File: config.mk
export PLATFORM = sky130hd
export DESIGN_NAME = blocked_process_wait_table
export DESIGN_NICKNAME = d
export VERILOG_FILES = /design/src/hw/rtl/bpwt_pkg.sv /design/src/hw/rtl/bpwt_ram.sv /design/src/hw/rtl/bpwt_ctrl.sv /design/src/hw/rtl/bpwt_dp.sv /design/src/hw/rtl/blocked_process_wait_table.sv
export SDC_FILE = /design/constraint.sdc
export NUM_CORES = 1
export LEC_CHECK = 0
export ABC_AREA = 1
export BUFFER_PORTS_ARGS = -buffer_cell sky130_fd_sc_hd__buf_2
export CORE_UTILIZATION = 36
export DETAILED_ROUTE_END_ITERATION = 12
export GPL_ROUTABILITY_DRIVEN = 0
export PLACE_DENSITY_LB_ADDON = 0.2
export SLEW_MARGIN = 5
export SYNTH_ARGS = -nofsm -noshare
export SYNTH_HDL_FRONTEND = slang
export SYNTH_HIERARCHICAL = 1
export SYNTH_SLANG_ARGS = --single-unit
File: constraint.sdc
create_clock -name i_clk -period 5.2 [get_ports i_clk]
set_input_delay 0.26 -clock i_clk [delete_from_list [all_inputs] [get_ports i_clk]]
set_output_delay 0.26 -clock i_clk [all_outputs]
set_load 0.01 [all_outputs]
File: src/hw/rtl/bpwt_pkg.sv
package bpwt_pkg;

    localparam int SLOTS_DEF     = 16;
    localparam int TIME_BITS_DEF = 16;
    localparam int ID_W          = 8;
    localparam int WAIT_W        = 16;
    localparam int STATUS_W      = 2;

    typedef enum logic [STATUS_W-1:0] {
        ST_ACCEPT  = 2'd0,
        ST_FULL    = 2'd1,
        ST_RELEASE = 2'd2,
        ST_NONE    = 2'd3
    } t_status;

    typedef enum logic [2:0] {
        S_IDLE,
        S_BLOCK,
        S_READ,
        S_PROC,
        S_FINISH
    } t_state;

    // controller -> datapath
    typedef struct packed {
        logic load;        // capture input item, set up walk pointers
        logic blk_commit;  // append entry (or reject) and emit its result
        logic rd;          // read entry at walk pointer
        logic proc;        // consume read entry: keep or release
        logic fin;         // emit closing result, commit new window
    } t_dp_cmd;

    // datapath -> controller
    typedef struct packed {
        logic in_cmd;       // 1 = tick
        logic count_zero;
        logic out_free;
        logic rel;          // entry on read port is due for release
        logic pend_valid;   // a release is held back for the last flag
        logic remain_last;  // entry on read port is the oldest one
    } t_dp_status;

endpackage

File: src/hw/rtl/bpwt_ram.sv
module bpwt_ram #(
    parameter int WIDTH = 8,
    parameter int DEPTH = 16
) (
    input  logic                     i_clk,
    input  logic                     i_we,
    input  logic [$clog2(DEPTH)-1:0] i_waddr,
    input  logic [WIDTH-1:0]         i_wdata,
    input  logic                     i_re,
    input  logic [$clog2(DEPTH)-1:0] i_raddr,
    output logic [WIDTH-1:0]         o_rdata
);

    logic [WIDTH-1:0] r_mem [DEPTH];
    logic [WIDTH-1:0] r_rdata;

    always_ff @(posedge i_clk) begin
        if (i_we) begin
            r_mem[i_waddr] <= i_wdata;
        end
        if (i_re) begin
            r_rdata <= r_mem[i_raddr];
        end
    end

    assign o_rdata = r_rdata;

endmodule

File: src/hw/rtl/bpwt_ctrl.sv
module bpwt_ctrl (
    input  logic                  i_clk,
    input  logic                  i_rst_n,
    input  logic                  i_in_valid,
    input  bpwt_pkg::t_dp_status  i_st,
    output bpwt_pkg::t_dp_cmd     o_cmd,
    output logic                  o_in_ready
);
    import bpwt_pkg::*;

    t_state r_state;
    t_state n_state;
    logic   stall;

    // a second release cannot displace the held one until the output frees
    assign stall = i_st.rel && i_st.pend_valid && !i_st.out_free;

    always_ff @(posedge i_clk) begin
        if (!i_rst_n) begin
            r_state <= S_IDLE;
        end else begin
            r_state <= n_state;
        end
    end

    always_comb begin
        n_state = r_state;
        unique case (r_state)
            S_IDLE: begin
                if (i_in_valid) begin
                    if (!i_st.in_cmd) begin
                        n_state = S_BLOCK;
                    end else if (i_st.count_zero) begin
                        n_state = S_FINISH;
                    end else begin
                        n_state = S_READ;
                    end
                end
            end
            S_BLOCK: begin
                if (i_st.out_free) begin
                    n_state = S_IDLE;
                end
            end
            S_READ: begin
                n_state = S_PROC;
            end
            S_PROC: begin
                if (!stall) begin
                    n_state = i_st.remain_last ? S_FINISH : S_READ;
                end
            end
            S_FINISH: begin
                if (i_st.out_free) begin
                    n_state = S_IDLE;
                end
            end
            default: n_state = S_IDLE;
        endcase
    end

    always_comb begin
        o_cmd      = '0;
        o_in_ready = 1'b0;
        unique case (r_state)
            S_IDLE: begin
                o_in_ready = 1'b1;
                o_cmd.load = i_in_valid;
            end
            S_BLOCK:  o_cmd.blk_commit = i_st.out_free;
            S_READ:   o_cmd.rd         = 1'b1;
            S_PROC:   o_cmd.proc       = !stall;
            S_FINISH: o_cmd.fin        = i_st.out_free;
            default: begin
                o_cmd = '0;
            end
        endcase
    end

endmodule

File: src/hw/rtl/bpwt_dp.sv
module bpwt_dp #(
    parameter int SLOTS     = bpwt_pkg::SLOTS_DEF,
    parameter int TIME_BITS = bpwt_pkg::TIME_BITS_DEF
) (
    input  logic                           i_clk,
    input  logic                           i_rst_n,
    input  bpwt_pkg::t_dp_cmd              i_cmd_dp,
    output bpwt_pkg::t_dp_status           o_st,
    input  logic                           i_cmd,
    input  logic [bpwt_pkg::ID_W-1:0]      i_process_id,
    input  logic [bpwt_pkg::WAIT_W-1:0]    i_sleep_ticks,
    input  logic                           i_has_credit,
    output logic                           o_out_valid,
    input  logic                           i_out_ready,
    output logic [bpwt_pkg::STATUS_W-1:0]  o_status,
    output logic [bpwt_pkg::ID_W-1:0]      o_released_id,
    output logic                           o_last
);
    import bpwt_pkg::*;

    localparam int IW = $clog2(SLOTS);
    localparam int CW = $clog2(SLOTS + 1);
    localparam int SW = IW + 2;
    localparam int MW = ID_W + TIME_BITS + 1;

    function automatic logic [IW-1:0] idx_dec(input logic [IW-1:0] a);
        logic [IW-1:0] res;
        if (a == '0) begin
            res = IW'(SLOTS - 1);
        end else begin
            res = a - 1'b1;
        end
        return res;
    endfunction

    function automatic logic [IW-1:0] idx_inc(input logic [IW-1:0] a);
        logic [IW-1:0] res;
        if (a == IW'(SLOTS - 1)) begin
            res = '0;
        end else begin
            res = a + 1'b1;
        end
        return res;
    endfunction

    // live entries sit at base .. base+count-1 (circular), oldest first
    logic [IW-1:0]      r_base;
    logic [CW-1:0]      r_count;
    logic [IW-1:0]      r_rptr;
    logic [IW-1:0]      r_wptr;
    logic [CW-1:0]      r_remain;
    logic [CW-1:0]      r_kept;
    logic               r_pend_valid;
    logic [ID_W-1:0]    r_pend_id;
    logic               r_in_cmd;
    logic [ID_W-1:0]    r_in_id;
    logic [TIME_BITS-1:0] r_in_wait;
    logic               r_in_credit;
    logic               r_out_valid;
    t_status            r_status;
    logic [ID_W-1:0]    r_out_id;
    logic               r_last;

    logic [SW-1:0]      sum;
    logic [IW-1:0]      app_idx;
    logic               full;
    logic [MW-1:0]      rdata;
    logic [ID_W-1:0]    rd_id;
    logic [TIME_BITS-1:0] rd_cnt;
    logic               rd_credit;
    logic [TIME_BITS-1:0] dec_cnt;
    logic               rel;
    logic               out_free;
    logic               mem_we;
    logic [IW-1:0]      mem_waddr;
    logic [MW-1:0]      mem_wdata;
    logic               keep;
    logic               emit_mid;

    assign sum     = SW'(r_base) + SW'(r_count);
    assign app_idx = (sum >= SW'(SLOTS)) ? IW'(sum - SW'(SLOTS)) : IW'(sum);
    assign full    = (r_count == CW'(SLOTS));

    assign {rd_id, rd_cnt, rd_credit} = rdata;
    assign dec_cnt  = (rd_cnt == '0) ? '0 : rd_cnt - 1'b1;
    assign rel      = (dec_cnt == '0) && rd_credit;
    assign out_free = !r_out_valid || i_out_ready;
    assign keep     = i_cmd_dp.proc && !rel;
    assign emit_mid = i_cmd_dp.proc && rel && r_pend_valid;

    always_comb begin
        mem_we    = 1'b0;
        mem_waddr = r_wptr;
        mem_wdata = {rd_id, dec_cnt, rd_credit};
        if (i_cmd_dp.blk_commit && !full) begin
            mem_we    = 1'b1;
            mem_waddr = app_idx;
            mem_wdata = {r_in_id, r_in_wait, r_in_credit};
        end else if (keep) begin
            mem_we = 1'b1;
        end
    end

    bpwt_ram #(
        .WIDTH (MW),
        .DEPTH (SLOTS)
    ) u_ram (
        .i_clk   (i_clk),
        .i_we    (mem_we),
        .i_waddr (mem_waddr),
        .i_wdata (mem_wdata),
        .i_re    (i_cmd_dp.rd),
        .i_raddr (r_rptr),
        .o_rdata (rdata)
    );

    always_ff @(posedge i_clk) begin
        if (!i_rst_n) begin
            r_base       <= '0;
            r_count      <= '0;
            r_pend_valid <= 1'b0;
        end else begin
            if (i_cmd_dp.load) begin
                r_pend_valid <= 1'b0;
            end
            if (i_cmd_dp.blk_commit && !full) begin
                r_count <= r_count + 1'b1;
            end
            if (i_cmd_dp.proc && rel) begin
                r_pend_valid <= 1'b1;
            end
            if (i_cmd_dp.fin) begin
                r_base       <= idx_inc(r_wptr);
                r_count      <= r_kept;
                r_pend_valid <= 1'b0;
            end
        end
    end

    always_ff @(posedge i_clk) begin
        if (i_cmd_dp.load) begin
            r_in_cmd    <= i_cmd;
            r_in_id     <= i_process_id;
            r_in_wait   <= TIME_BITS'(i_sleep_ticks);
            r_in_credit <= i_has_credit;
            r_rptr      <= idx_dec(app_idx);
            r_wptr      <= idx_dec(app_idx);
            r_remain    <= r_count;
            r_kept      <= '0;
        end
        if (i_cmd_dp.proc) begin
            r_rptr   <= idx_dec(r_rptr);
            r_remain <= r_remain - 1'b1;
            if (rel) begin
                r_pend_id <= rd_id;
            end else begin
                r_wptr <= idx_dec(r_wptr);
                r_kept <= r_kept + 1'b1;
            end
        end
    end

    always_ff @(posedge i_clk) begin
        if (!i_rst_n) begin
            r_out_valid <= 1'b0;
        end else if (i_cmd_dp.blk_commit || emit_mid || i_cmd_dp.fin) begin
            r_out_valid <= 1'b1;
        end else if (i_out_ready) begin
            r_out_valid <= 1'b0;
        end
    end

    always_ff @(posedge i_clk) begin
        if (i_cmd_dp.blk_commit) begin
            r_status <= full ? ST_FULL : ST_ACCEPT;
            r_out_id <= '0;
            r_last   <= 1'b1;
        end else if (emit_mid) begin
            r_status <= ST_RELEASE;
            r_out_id <= r_pend_id;
            r_last   <= 1'b0;
        end else if (i_cmd_dp.fin) begin
            r_status <= r_pend_valid ? ST_RELEASE : ST_NONE;
            r_out_id <= r_pend_valid ? r_pend_id : '0;
            r_last   <= 1'b1;
        end
    end

    assign o_st.in_cmd      = i_cmd;
    assign o_st.count_zero  = (r_count == '0);
    assign o_st.out_free    = out_free;
    assign o_st.rel         = rel;
    assign o_st.pend_valid  = r_pend_valid;
    assign o_st.remain_last = (r_remain == CW'(1)) || !r_in_cmd;

    assign o_out_valid   = r_out_valid;
    assign o_status      = r_status;
    assign o_released_id = r_out_id;
    assign o_last        = r_last;

endmodule

File: src/hw/rtl/blocked_process_wait_table.sv
// A block item moves from IDLE to BLOCK, which registers its result once the output is
// free. A tick reads, then updates, each entry of the table RAM in turn (READ, PROC),
// then closes in FINISH; these steps are held while the output stalls. Only one item is
// handled at a time: a new one is taken only in IDLE, once the last one is done.
// Reset (synchronous, active low) empties the table at once: no clearing pass.
module blocked_process_wait_table #(
    parameter int SLOTS     = bpwt_pkg::SLOTS_DEF,
    parameter int TIME_BITS = bpwt_pkg::TIME_BITS_DEF
) (
    input  logic                          i_clk,
    input  logic                          i_rst_n,
    // input channel
    input  logic                          i_in_valid,
    output logic                          o_in_ready,
    input  logic                          i_cmd,
    input  logic [bpwt_pkg::ID_W-1:0]     i_process_id,
    input  logic [bpwt_pkg::WAIT_W-1:0]   i_sleep_ticks,
    input  logic                          i_has_credit,
    // result channel
    output logic                          o_out_valid,
    input  logic                          i_out_ready,
    output logic [bpwt_pkg::STATUS_W-1:0] o_status,
    output logic [bpwt_pkg::ID_W-1:0]     o_released_id,
    output logic                          o_last
);
    import bpwt_pkg::*;

    // The table lives in one RAM as a circular window, oldest entry at the
    // base. A block transfer appends at the newest end. A tick walks from the
    // newest end down; kept entries are written back, packed, behind the
    // read pointer, so the window closes up toward the newest end and the
    // base moves past the freed slots when the walk is done.
    //
    // Each release is held one step so the final one can carry the last
    // flag; a tick that frees nothing closes with a "none" result.

    t_dp_cmd    dp_cmd;
    t_dp_status dp_st;

    bpwt_ctrl u_ctrl (
        .i_clk      (i_clk),
        .i_rst_n    (i_rst_n),
        .i_in_valid (i_in_valid),
        .i_st       (dp_st),
        .o_cmd      (dp_cmd),
        .o_in_ready (o_in_ready)
    );

    bpwt_dp #(
        .SLOTS     (SLOTS),
        .TIME_BITS (TIME_BITS)
    ) u_dp (
        .i_clk         (i_clk),
        .i_rst_n       (i_rst_n),
        .i_cmd_dp      (dp_cmd),
        .o_st          (dp_st),
        .i_cmd         (i_cmd),
        .i_process_id  (i_process_id),
        .i_sleep_ticks (i_sleep_ticks),
        .i_has_credit  (i_has_credit),
        .o_out_valid   (o_out_valid),
        .i_out_ready   (i_out_ready),
        .o_status      (o_status),
        .o_released_id (o_released_id),
        .o_last        (o_last)
    );

endmodule

# After elaboration in Yosys (flattened, before gate mapping)
# Memory sizes are Yosys's and may differ from the RTL's. A register that Yosys moved wholly into a read port is not among the register bits.
# Cells that the tools add are included.
dict set report totals {
  regBits 77
  mem_count 1
  input_bits 30
  wordCells 125
  out_inout_bits 13
  mem_bits_rw 400
}
dict set report classes {
  muxes 51
  add_sub_neg 10
  bitwise 1
  n_reduce_logical 34
  magnitude_cmp 1
  eq_ne 10
}
# memory depth width rd rd_clocked_by_memory_dff write_ports line
set memory_table {}
lappend memory_table {u_dp.u_ram.r_mem 16 25 1 1 1 bpwt_ram.sv:14} ;# logic [WIDTH-1:0] r_mem [DEPTH];
# operator count
set op_table {}
lappend op_table {{$mux 4} 11}
lappend op_table {{$mux 5} 7}
lappend op_table {{$logic_not 16->1} 2}
lappend op_table {{$mux 25} 1}
lappend op_table {{$mux 8} 3}
lappend op_table {{$mux 1} 18}
lappend op_table {{$mux 3} 6}
lappend op_table {{$mux 16} 1}
lappend op_table {{$sub 16x1->16 const B} 1}
lappend op_table {{$sub 4x1->4 const B} 4}
lappend op_table {{$logic_not 4->1} 3}
lappend op_table {{$pmux 3 s4} 1}
lappend op_table {{$add 5x1->5 const B} 2}
lappend op_table {{$reduce_bool 2->1} 5}
lappend op_table {{$logic_and 1x1->1} 7}
lappend op_table {{$add 4x5->6} 1}
lappend op_table {{$eq 3x2->1 const B} 2}
lappend op_table {{$ge 6x5->1 const B} 1}
lappend op_table {{$logic_not 1->1} 6}
lappend op_table {{$mux 2} 3}
lappend op_table {{$eq 5x1->1 const B} 1}
lappend op_table {{$eq 5x5->1 const B} 1}
lappend op_table {{$logic_not 5->1} 1}
lappend op_table {{$sub 5x1->5 const B} 1}
lappend op_table {{other kinds (13)} 18}

# Longest topological paths before layout
dict set report logic_depth {
  word_depth 13
  depth_mapped 23
  ltp_nobuf 21
}

# By module
# Netlist, hierarchy kept.
# mod cells_each seq_area_each_um2 area_each_um2 n_inst
set modules_own_cells {}
lappend modules_own_cells {bpwt_ram 1662 12762.2 18102.4 1}
lappend modules_own_cells {bpwt_dp 547 1931.9 4207.8 1}
lappend modules_own_cells {bpwt_ctrl 53 60.1 291.5 1}

# Least setup slack after synthesis
# No wires, ideal clock.
dict set report synth_timing {
  path_type {reg2reg}
  start {register u_dp.u_ram.r_rdata[1], in the netlist u_dp/u_ram/o_rdata[1] (read register of u_dp.u_ram.r_mem)}
  end {memory u_dp/u_ram/r_mem[12][0] (netlist bit) (enable)}
  setup_time_ns 0.407
  period_less_slack_ns 4.014
  required_ns 4.793
  t_arrival_ns 3.607
  path_slack_ns 1.186
  n_path_buf 2
  stages_incl_launch_ff 21
  path_cell_list {edfxtp_1 -> inv_1 -> ha_1 -> nand2_2 -> nor2_1 -> nand2_1 -> nand2_1 -> nand3_1 -> nand2_1 -> nor3_2 -> nand2_1 -> inv_1 -> buf_4 -> nand2_1 -> nor2_1 -> nor3_1 -> nand2_2 -> buf_6 -> nand2_1 -> nand3_1 -> nor2_1}
}
# item line
set synth_lines {}
lappend synth_lines {{start: declaration} bpwt_ram.sv:15} ;# logic [WIDTH-1:0] r_rdata;
lappend synth_lines {{end: declaration} bpwt_ram.sv:14}

==> impl_metrics.yaml <==
status:
  outcome: "finished, final reports clean"
worst_hold_path:
  hp-class: "primary input to register"
route:
  drt-initial-drc-count: 1478
  ant_nets: 0
  avgRoutedWirePerCell_um: 18.7
  drc: 0
  wl_mm: 60.0
  avgViaCountPerCell: 4.85
  firstDrtPassIters: 5
  vias: 15600
logic_synthesis:
  ys_seq_area_frac: 0.653
  syn-cell-area_um2: 22600
  synth_edf_count: 470
  synth_cell_types: 39
  ys.flop_type: "edfxtp_1"
  yosys.area.top_type: "edfxtp_1"
  synth_cells: 2262
  synth_common_cells: "nand2_1, edfxtp_1, inv_1"
  synthArstFlopShare: 0
  ys_warn_count: 6
  yosysTopAreaCellShare: 0.624
  synth_area_per_cell_um2: 9.99
  synth_seq_cells: 502
  syn_nets: 2307
  synthTopCellsByArea: "edfxtp_1, nand2_1, nand3_1, inv_1, dfxtp_1"
  yosysMostFrequentCell: "nand2_1"
power_and_ir_drop:
  vdd.ir_drop.worst_mv: 0.254
  power_switching_uw: 3700
  total_power_uw: 11500
  power_frac_comb: 0.225
  intPower_uw: 7780
  power_per_cell_area_nw_per_um2: 448
  p_clk_frac: 0.334
  pwr-share-seq: 0.441
  swShare: 0.322
  cellLeakagePower_uw: 0.0107
clock_tree:
  cts_tree: "done"
  clk_latency_ns: 0.65
  clkTransAtPathRegs_ns: 0.06
  root_buffer: "clkbuf_16"
  cts_htree_levels: 2
  numCtsBuffers: 56
  clockBufferDepth: 3
  post_cts.repair.setup_buffers: 0
  cts.sinks: 502
place:
  dp_hpwl_mm: 36.9
  dp_slack_ns: 0.907
  numPortBuffers: 42
critical_path:
  crit_type: "register to register"
  cp.required_ns: 5.43
  worstSetupEndpointType: "register"
  critPathArrivalTime_ns: 4.54
  start_kind: "register"
  path_max_fanout: 25
sta:
  slew_viol_final: 0
  finalCritPeriodShare: 0.830
  finalSetupViolCount: 0
  slew_headroom: 0.221
  setup_slack_ns: 0.883
  hold_slack_ns: 0.100
  finalHoldViolCount: 0
  finalCriticalPeriod_ns: 4.32
  tightest_slew_ns: 1.17
  finClkSkew_ns: 0.0595
  fmax_mhz: 232
  rsz0062_at_grt: "no"
  tns_ns: 0
cells_and_area:
  layout-drive-gt1-share: 0.0873
  fin_util: 0.414
  nets: 2371
  n_antenna_cell: 0
  syn2layout_area_growth_pct: 13.4
floorplan:
  dieArea_um2: 63800
  die_h_um: 253
  io_pins: 43
  dieWidth_um: 253
  initial_core_util: 0.366
  core-area_um2: 61800
  num_rows: 91
global_routing:
  grt_max_degree: 202
  grt_pass1_vias: 14900
  grt_antenna_before_repair: 1
  grt_usage: 0.191
  gr-total-overflow: 0
  grt_pass1_wl_mm: 91.5
flow_run:
  drv_cap: 0
cell type report:
type | instances | area [µm²]
multi-input cells | 1289 | 5850
well taps | 837 | 1050
clock inverters | 34 | 332
fillers | 5923 | 36200
clock buffers | 69 | 1450
flip-flops and latches | 502 | 14800
inverters | 369 | 1410
repair buffers | 108 | 786
final timing paths:
check                              startpoint                            endpoint  slack, ns  depth (start not counted)
max reg2reg   u_dp/u_ram/o_rdata[1]$_DFFE_PP_  u_dp/u_ram/r_mem[14][16]$_DFFE_PP_       0.88                         19
min                               i_out_ready       u_dp/o_out_valid$_SDFFE_PN0P_       0.10                          6
max           u_dp/u_ram/o_rdata[1]$_DFFE_PP_  u_dp/u_ram/r_mem[14][16]$_DFFE_PP_       0.88                         19
min reg2reg  u_dp/u_ram/o_rdata[18]$_DFFE_PP_         u_dp/r_pend_id[1]$_DFFE_PP_       0.46                          0
timing repair:
action / in CTS / in global routing
setup endpoints to repair: 0 / 0
hold buffers: 27 / 0
gates resized for setup: 0 / 0
hold endpoints to repair: 31 / 0
power by group through the flow:
stage / logic, µW / clock network [µW] / registers (µW)
after floorplan: 1520 / 0 / 5140
after global placement: 2560 / 0 / 5140
after detailed placement: 2560 / 0 / 5150
after CTS: 2590 / 3940 / 5070
after global routing: 2830 / 4080 / 5090
final: 2580 / 3840 / 5060
state kept, by name, indices dropped and copies added (netlist names):
name and cells:
u_ctrl/r_state 3, u_dp/o_last 1, u_dp/o_out_valid 1, u_dp/o_released_id 8, u_dp/o_status 2, u_dp/r_base 4
u_dp/r_count 5, u_dp/r_in_cmd 1, u_dp/r_in_credit 1, u_dp/r_in_id 8, u_dp/r_in_wait 16, u_dp/r_kept 5
u_dp/r_pend_id 8, u_dp/r_pend_valid 1, u_dp/r_remain 5, u_dp/r_rptr 4, u_dp/r_wptr 4, u_dp/u_ram/o_rdata 25
u_dp/u_ram/r_mem 400
per-stage QoR:
stage          cells  instance area [µm²]
2_1_floorplan   2262                22600
3_3_place_gp    3078                23600
3_5_place_dp    3078                23600
4_1_cts         3208                25600
5_1_grt         3208                25600
6_report        3208                25600
cell families (layout without fill, tap and decap cells):
logic type      after synthesis  count (layout)  synth area share
simple gates               1186            1186             0.220
fa+ha+maj                    15              15           0.00864
flops                       502             502             0.653
mux                           1               1          0.000443
buf+inv                     471             580            0.0946
compound gates               74              74            0.0180
xor+xnor                     13              13           0.00504
cell usage in the layout, fill, tap and decap left out, types with 7 or more instances in the layout:
master	n
inv_1	362
ha_1	14
o21ai_0	47
nor2_1	66
nand3_1	347
dfxtp_1	32
clkinv_2	11
xnor2_1	7
buf_2	42
clkinv_1	13
buf_4	38
nand2_1	724
clkbuf_1	13
nor2_4	18
dlygate4sd3_1	27
clkbuf_16	56
nand2_2	8
a21oi_1	10
edfxtp_1	470
worst max-delay path, stage by stage (launching register included):
cell	delay, ns
edfxtp_1	0.33
inv_1	0.09
ha_1	0.28
nand2_2	0.16
nor2_2	0.06
nand2_2	0.28
nand3_1	0.17
nand2_1	0.10
nor2_1	0.04
nand2_1	0.07
nor2_2	0.05
nand2_1	0.15
inv_1	0.08
nand2_1	0.07
nor2_1	0.05
nor3_1	0.25
nand2_2	0.23
nand2_1	0.26
nand3_1	0.35
nor2_4	0.84
routing by layer:
metal  vias up  part of all wire  routed length (µm)  global-route usage
met4         0             0.025                1520              0.0608
met3       103             0.070                4190              0.0323
li1       7467                 -                   -                   -
met5         -                 0                   0                   0
met1      7469              0.47               28100               0.282
met2       525              0.44               26200               0.284
No activity file was read; power rests on OpenSTA's default activity.
